$ cat src/rtl/core/fcgi_pkg.sv
package fcgi_pkg;

  // Record types and field values that the deframer reacts to.
  localparam logic [7:0]  TYPE_BEGIN_REQUEST = 8'd1;
  localparam logic [7:0]  TYPE_PARAMS        = 8'd4;
  localparam logic [7:0]  TYPE_STDIN         = 8'd5;
  localparam logic [15:0] ROLE_RESPONDER     = 16'd1;
  localparam logic [7:0]  FLAG_KEEP_CONN     = 8'd1;
  localparam logic [15:0] BEGIN_BODY_LEN     = 16'd8;

  // Classification of each byte of the stream.
  localparam logic [1:0] CLS_HEADER  = 2'd0;
  localparam logic [1:0] CLS_CONTENT = 2'd1;
  localparam logic [1:0] CLS_PADDING = 2'd2;

  typedef struct packed {
    logic [1:0]  byte_class;
    logic [7:0]  record_type;
    logic [15:0] request_id;
    logic [7:0]  payload_byte;
    logic        payload_valid;
    logic        payload_stream;
    logic        record_last;
    logic        stream_end;
    logic        begin_accepted;
    logic        keep_conn;
    logic        request_ready;
  } fcgi_result_t;

endpackage

$ cat src/rtl/core/fcgi_step.sv
module fcgi_step (
  input  logic                  clk_i,
  input  logic                  rst_ni,
  input  logic                  en_i,
  input  logic [7:0]            stream_byte_i,
  output fcgi_pkg::fcgi_result_t result_o
);

  localparam logic [1:0] PH_HEADER  = 2'd0;
  localparam logic [1:0] PH_CONTENT = 2'd1;
  localparam logic [1:0] PH_PADDING = 2'd2;

  logic [1:0]  phase_q, phase_d;
  logic [2:0]  hidx_q, hidx_d;
  logic [7:0]  type_q, type_d;
  logic [15:0] id_q, id_d;
  logic [15:0] clen_q, clen_d;
  logic [15:0] cleft_q, cleft_d;
  logic [7:0]  pleft_q, pleft_d;
  logic [15:0] role_q, role_d;
  logic [7:0]  flags_q, flags_d;
  logic        keep_q, keep_d;
  logic        ready_q, ready_d;

  logic [15:0] offset;
  logic        is_stream;
  logic        finish;
  logic        s_end;
  logic        accepted;
  logic        last;
  logic [1:0]  cls;
  logic        pvalid;

  assign offset    = clen_q - cleft_q;
  assign is_stream = (type_q == fcgi_pkg::TYPE_PARAMS) || (type_q == fcgi_pkg::TYPE_STDIN);

  always_comb begin
    phase_d = phase_q;
    hidx_d  = hidx_q;
    type_d  = type_q;
    id_d    = id_q;
    clen_d  = clen_q;
    cleft_d = cleft_q;
    pleft_d = pleft_q;
    role_d  = role_q;
    flags_d = flags_q;
    cls     = fcgi_pkg::CLS_HEADER;
    pvalid  = 1'b0;
    last    = 1'b0;
    case (phase_q)
      PH_CONTENT: begin
        cls    = fcgi_pkg::CLS_CONTENT;
        pvalid = is_stream;
        if (type_q == fcgi_pkg::TYPE_BEGIN_REQUEST) begin
          if (offset == 16'd0) begin
            role_d = {stream_byte_i, role_q[7:0]};
          end else if (offset == 16'd1) begin
            role_d = {role_q[15:8], stream_byte_i};
          end else if (offset == 16'd2) begin
            flags_d = stream_byte_i;
          end
        end
        cleft_d = cleft_q - 16'd1;
        if (cleft_d == 16'd0) begin
          if (pleft_q != 8'd0) begin
            phase_d = PH_PADDING;
          end else begin
            last = 1'b1;
          end
        end
      end
      PH_PADDING: begin
        cls     = fcgi_pkg::CLS_PADDING;
        pleft_d = pleft_q - 8'd1;
        if (pleft_d == 8'd0) begin
          last = 1'b1;
        end
      end
      default: begin
        // The unused phase code behaves as header phase.
        case (hidx_q)
          3'd1:    type_d  = stream_byte_i;
          3'd2:    id_d    = {stream_byte_i, 8'd0};
          3'd3:    id_d    = {id_q[15:8], stream_byte_i};
          3'd4:    clen_d  = {stream_byte_i, 8'd0};
          3'd5:    clen_d  = {clen_q[15:8], stream_byte_i};
          3'd6:    pleft_d = stream_byte_i;
          default: ;
        endcase
        phase_d = PH_HEADER;
        hidx_d  = hidx_q + 3'd1;
        if (hidx_q == 3'd7) begin
          cleft_d = clen_q;
          hidx_d  = 3'd0;
          if (clen_q != 16'd0) begin
            phase_d = PH_CONTENT;
          end else if (pleft_q != 8'd0) begin
            phase_d = PH_PADDING;
          end else begin
            last = 1'b1;
          end
        end
      end
    endcase

    finish   = last;
    s_end    = finish && (clen_d == 16'd0) &&
               ((type_d == fcgi_pkg::TYPE_PARAMS) || (type_d == fcgi_pkg::TYPE_STDIN));
    accepted = finish && (type_d == fcgi_pkg::TYPE_BEGIN_REQUEST) &&
               (clen_d >= fcgi_pkg::BEGIN_BODY_LEN) && (role_d == fcgi_pkg::ROLE_RESPONDER);
    keep_d   = accepted ? (flags_d == fcgi_pkg::FLAG_KEEP_CONN) : keep_q;
    ready_d  = ready_q || (s_end && (type_d == fcgi_pkg::TYPE_STDIN));
    if (finish) begin
      phase_d = PH_HEADER;
      hidx_d  = 3'd0;
    end
  end

  always_comb begin
    result_o.byte_class     = cls;
    result_o.record_type    = type_d;
    result_o.request_id     = id_d;
    result_o.payload_byte   = pvalid ? stream_byte_i : 8'd0;
    result_o.payload_valid  = pvalid;
    result_o.payload_stream = pvalid && (type_q == fcgi_pkg::TYPE_STDIN);
    result_o.record_last    = last;
    result_o.stream_end     = s_end;
    result_o.begin_accepted = accepted;
    result_o.keep_conn      = keep_d;
    result_o.request_ready  = ready_d;
  end

  always_ff @(posedge clk_i or negedge rst_ni) begin
    if (!rst_ni) begin
      phase_q <= PH_HEADER;
      hidx_q  <= 3'd0;
      type_q  <= 8'd0;
      id_q    <= 16'd0;
      clen_q  <= 16'd0;
      cleft_q <= 16'd0;
      pleft_q <= 8'd0;
      role_q  <= 16'd0;
      flags_q <= 8'd0;
      keep_q  <= 1'b0;
      ready_q <= 1'b0;
    end else if (en_i) begin
      phase_q <= phase_d;
      hidx_q  <= hidx_d;
      type_q  <= type_d;
      id_q    <= id_d;
      clen_q  <= clen_d;
      cleft_q <= cleft_d;
      pleft_q <= pleft_d;
      role_q  <= role_d;
      flags_q <= flags_d;
      keep_q  <= keep_d;
      ready_q <= ready_d;
    end
  end

endmodule

$ cat src/rtl/core/fastcgi_record_deframer.sv
// FastCGI record deframer.
// The input channel (in_valid_i / in_ready_o / stream_byte_i) carries the
// record stream one byte per request. The output channel (out_valid_o /
// out_ready_i and the result ports) returns exactly one result per byte:
// its class, the current record type and id, the forwarded content byte of
// params and stdin records, and end-of-record, end-of-stream and
// begin-request markers together with the keep-connection and sticky
// request-ready flags.
// A byte is captured in an input register, then decoded against the
// record state by one level of logic into the result register. The result
// is shown once the byte has passed through the input register and the
// result register, and one byte is accepted every cycle while the receiver
// takes results.
// When the receiver stalls, the result register holds and one more byte
// may wait in the input register; after that in_ready_o drops until the
// result is taken.
// Reset clears the input valid flag and the result register and returns
// the parser to the start of a record header with all flags cleared.
module fastcgi_record_deframer (
  input  logic        clk_i,
  input  logic        rst_ni,
  input  logic        in_valid_i,
  output logic        in_ready_o,
  input  logic [7:0]  stream_byte_i,
  output logic        out_valid_o,
  input  logic        out_ready_i,
  output logic [1:0]  byte_class_o,
  output logic [7:0]  record_type_o,
  output logic [15:0] request_id_o,
  output logic [7:0]  payload_byte_o,
  output logic        payload_valid_o,
  output logic        payload_stream_o,
  output logic        record_last_o,
  output logic        stream_end_o,
  output logic        begin_accepted_o,
  output logic        keep_conn_o,
  output logic        request_ready_o
);

  logic                   in_vld_q;
  logic [7:0]             in_byte_q;
  logic                   out_vld_q;
  fcgi_pkg::fcgi_result_t res_q;
  fcgi_pkg::fcgi_result_t res_d;
  logic                   advance;

  assign advance    = in_vld_q && (!out_vld_q || out_ready_i);
  assign in_ready_o = !in_vld_q || advance;

  fcgi_step u_step (
    .clk_i         (clk_i),
    .rst_ni        (rst_ni),
    .en_i          (advance),
    .stream_byte_i (in_byte_q),
    .result_o      (res_d)
  );

  always_ff @(posedge clk_i or negedge rst_ni) begin
    if (!rst_ni) begin
      in_vld_q <= 1'b0;
    end else if (in_ready_o) begin
      in_vld_q <= in_valid_i;
    end
  end

  always_ff @(posedge clk_i) begin
    if (in_ready_o && in_valid_i) begin
      in_byte_q <= stream_byte_i;
    end
  end

  always_ff @(posedge clk_i or negedge rst_ni) begin
    if (!rst_ni) begin
      out_vld_q <= 1'b0;
      res_q     <= '0;
    end else begin
      if (advance) begin
        out_vld_q <= 1'b1;
        res_q     <= res_d;
      end else if (out_ready_i) begin
        out_vld_q <= 1'b0;
      end
    end
  end

  assign out_valid_o      = out_vld_q;
  assign byte_class_o     = res_q.byte_class;
  assign record_type_o    = res_q.record_type;
  assign request_id_o     = res_q.request_id;
  assign payload_byte_o   = res_q.payload_byte;
  assign payload_valid_o  = res_q.payload_valid;
  assign payload_stream_o = res_q.payload_stream;
  assign record_last_o    = res_q.record_last;
  assign stream_end_o     = res_q.stream_end;
  assign begin_accepted_o = res_q.begin_accepted;
  assign keep_conn_o      = res_q.keep_conn;
  assign request_ready_o  = res_q.request_ready;

  a_payload_is_content: assert property (@(posedge clk_i) disable iff (!rst_ni)
    out_valid_o && payload_valid_o |-> byte_class_o == fcgi_pkg::CLS_CONTENT)
    else $error("forwarded byte not classed as content");

  a_markers_on_last: assert property (@(posedge clk_i) disable iff (!rst_ni)
    out_valid_o && (stream_end_o || begin_accepted_o) |-> record_last_o)
    else $error("stream end or begin accept away from record end");

  a_ready_sticky: assert property (@(posedge clk_i) disable iff (!rst_ni)
    $past(request_ready_o) |-> request_ready_o)
    else $error("request ready flag cleared");

  a_no_drop: assert property (@(posedge clk_i) disable iff (!rst_ni)
    in_vld_q && !advance |=> in_vld_q && $stable(in_byte_q))
    else $error("waiting input byte lost");

endmodule
$ cat config.mk
export PLATFORM = sky130hd
export DESIGN_NAME = fastcgi_record_deframer
export DESIGN_NICKNAME = d
export VERILOG_FILES = /design/src/rtl/core/fcgi_pkg.sv /design/src/rtl/core/fcgi_step.sv /design/src/rtl/core/fastcgi_record_deframer.sv
export SDC_FILE = /design/constraint.sdc
export NUM_CORES = 1
export LEC_CHECK = 0
export ABC_AREA = 1
export BUFFER_PORTS_ARGS = -buffer_cell sky130_fd_sc_hd__buf_2
export CAP_MARGIN = 20
export CORE_MARGIN = 2
export CORE_UTILIZATION = 40
export CTS_BUF_LIST = sky130_fd_sc_hd__clkbuf_4 sky130_fd_sc_hd__clkbuf_8 sky130_fd_sc_hd__clkbuf_16
export DETAILED_ROUTE_END_ITERATION = 8
export PLACE_DENSITY_LB_ADDON = 0.05
export SETUP_SLACK_MARGIN = 0.2
export SYNTH_ARGS = -nofsm -noshare
export SYNTH_HDL_FRONTEND = slang
export SYNTH_SLANG_ARGS = --single-unit
$ cat constraint.sdc
create_clock -name clk_i -period 3 [get_ports clk_i]
set_input_delay 0.45 -clock clk_i [delete_from_list [all_inputs] [get_ports clk_i]]
set_output_delay 0.45 -clock clk_i [all_outputs]
set_load 0.1 [all_outputs]
==> reports/results.txt <==
status = completed
Site Rows = 50
Worst Hold Class = primary input to async pin
I/O pin cnt = 55
Die W = 141 microns
Synthesized Nets = 1075
CP most frequent cell = nand2_2
Slew Viols, Final = 0
met1 Use GR = 0.317
Longest Clk Path Bufs = 2
CTS tree = yes
average size of a mapped cell = 7.31 sq um
share of layout cells above drive strength 1 = 0.221
first-pass GRT wire length = 36300 microns
Hold Buf Count CTS = 0
total clock sinks = 120
die area = 20000 sq um
Post-Syn Area = 7560 sq um
P&R area growth vs syn = 24.1%
Syn. warnings = 0
Placeable Area = 18600 sq um
area of the multi-input gates = 4200 sq um
drc violations = 0
die height = 141 microns
storage element area = 3040 sq um
Syn Inst Count = 1034
clk_lat worst skew = 0.42 ns
fillers = 1843
critical path class = flop to flop
via count = 7157
grt total ovfl = 0
H-tree levels = 4
WL per Instance = 16.0 microns
ANT cells = 0
WHS = 0.0741 ns
Post-DP HPWL = 16200 microns
Layout Nets = 1166
Data required, critical path = 3.31 ns
worst path arrival time = 3.15 ns
CP peak stage delay = 0.40 ns
post-synthesis sequential area ratio = 0.402
Final Hold Vio Count = 0
global routing's busiest layer = met2
CP Launch Type = flop
skew final = 0.0124 ns
Worst path slowest cell = dfrtp_1
Synth area leader = dfrtp_1
vias in the first global route = 6923
Slew HR = 0.545
M2 GR Usage = 0.362
final number of setup-violating endpoints = 0
port bufs = 54
worst-margin pin slew = 0.682 ns
Final GP Congestion = 0.884
flops & latches, synth = 120
DRT Pass-1 Iters = 5
GRT Overall Usage = 0.231
largest net degree at the start of global routing = 64
met3 usage = 0.0537
Synth top area share = 0.371
Worst Path Max Fanout = 5
number of maximum-capacitance violations = 0
Worst-path clk slew = 0.06 ns
DRT iter0 DRCs = 484
fin crit share = 0.947
CP Cell Sequence = ha_4, fa_2, inv_2, nand2_2, nand2_2, nand3_2, nand2_2, nand2_2, nand2_1, nand2_1, nand2_2, nand2_4, nor2_8, nand3_4, buf_6, nand2_1, o21ai_2, nor3_2, nand3_2, nand2_2, nand2_1
Cell variety after synth = 40
fmax = 352 MHz
ANT nets after route = 0
final wirelength = 21900 microns
RSZ-0062 raised after global routing = true
Avg Vias per Cell = 5.22
Area contributors post-synth = dfrtp_1, nand2_1, o21ai_0, inv_1, nor2_1
Root Buffer = clkbuf_16
initial antenna violation count = 0
minimum clock period = 2.84 ns
Initial Util = 0.406
CP endpoint kind = flop
CTS Buf Count = 17
[Yosys cell counts (all sizes together)]
master and instances:
o21a 1, xor2 11, xnor2 1, and3 1, buf 6, nor2 108
a21oi 37, nand2 289, edfxtp 8, nand3 55, clkbuf 23, nor4 2
nor3 8, nand4 37, inv 140, nand3b 3, o211ai 7, a31oi 19
o22ai 22, o21ai 109, nor3b 2, fa 1, dfrtp 112, ha 28
o21bai 1, and2 3
[final timing paths]
check,start,to,slack (ns),cells past startpoint
worst max-delay path,u_step.cleft_q[0],u_step.keep_q,0.16,21
worst min-delay path,rst_ni,u_step.pleft_q[3],0.07,1
worst max register to register,u_step.cleft_q[0],u_step.keep_q,0.16,21
worst min register to register,begin_accepted_o,begin_accepted_o,0.47,2
max in group asynchronous,rst_ni,u_step.role_q[11],2.14,2
min in group clk_i,stream_byte_i[0],in_byte_q[0],0.21,1
[sequential cells by signal, summed over array words and instances (netlist names), 2 cells and up]
name and cells:
in_byte_q 8, u_step.type_q 8, u_step.hidx_q 3, u_step.phase_q 2
payload_byte_o 8, u_step.flags_q 8, u_step.pleft_q 8, u_step.clen_q 16
u_step.cleft_q 16, byte_class_o 2, u_step.role_q 16, u_step.id_q 16
[critical path: cells and delay by family, from the launching register on]
family | cells | cell delay (ns)
AND/OR/NAND/NOR | 16 | 1.47
AO/OA/AOI/OAI | 1 | 0.07
adder cells (fa/ha/maj) | 2 | 0.53
buffers and inverters | 2 | 0.25
flip-flops | 1 | 0.40
[what timing repair did]
action / CTS / global route
setup buffers: 7 / 7
pin swaps: 11 / 22
endpoints found under the setup margin: 2 / 13
gates resized for setup: 45 / 44
[logic make-up after synthesis]
kind of cell | synth area share
buffers and inverters | 0.0864
AO/OA/AOI/OAI | 0.140
adder cells (fa/ha/maj) | 0.0490
flip-flops | 0.402
XOR/XNOR | 0.0139
AND/OR/NAND/NOR | 0.308
[cell usage in the layout (no fill, tap or decap), types with 7 or more instances in the layout]
| cell type | synthesis | layout |
|---|---|---|
| inv_2 | 8 | 21 |
| o21ai_0 | 106 | 104 |
| buf_4 | 1 | 42 |
| nand4_1 | 37 | 37 |
| clkbuf_16 | 0 | 17 |
| nor2_1 | 95 | 86 |
| ha_1 | 28 | 13 |
| a31oi_1 | 19 | 19 |
| a21oi_1 | 36 | 31 |
| ha_4 | 0 | 13 |
| nor2_2 | 7 | 13 |
| buf_2 | 4 | 53 |
| xor2_1 | 11 | 9 |
| nand3_2 | 6 | 11 |
| o22ai_1 | 22 | 22 |
| dfrtp_1 | 112 | 112 |
| nand2_1 | 272 | 258 |
| nand3_1 | 46 | 40 |
| nor2_4 | 4 | 7 |
| inv_1 | 131 | 118 |
| o211ai_1 | 7 | 7 |
| nand2_2 | 12 | 24 |
| nand2_4 | 5 | 7 |
| edfxtp_1 | 8 | 8 |
[metal layers]
layer  vias to the layer above  share of wire  wire length, microns
li1                       3589              -                     -
met1                      3373           0.47                 10300
met5                         -              0                     0
met2                       168           0.46                 10100
met3                        27          0.050                  1100
met4                         0          0.020                   442
[per-stage QoR]
step                utilization  setup TNS [ns]  area (sq um)  setup WS, ns  instances
finish                    0.503               0          9380         0.160       1372
global route              0.503         -0.0613          9380       -0.0613       1372
CTS                       0.490               0          9140         0.156       1365
detailed placement        0.445               0          8290        0.0117       1326
global placement          0.445               0          8290         0.108       1326
floorplan                     -               0          7560         0.310       1034
[area by class of cell]
type,count,area share
Tap cell,234,0.0312
Clock inverter,15,0.0229
Multi-Input combinational cell,745,0.448
Timing Repair Buffer,101,0.0719
Clock buffer,17,0.0453
Inverter,140,0.0563
Sequential cell,120,0.324
Power is not shown: default switching activity piles up to over one toggle a cycle in this logic, so the estimate is an artifact.
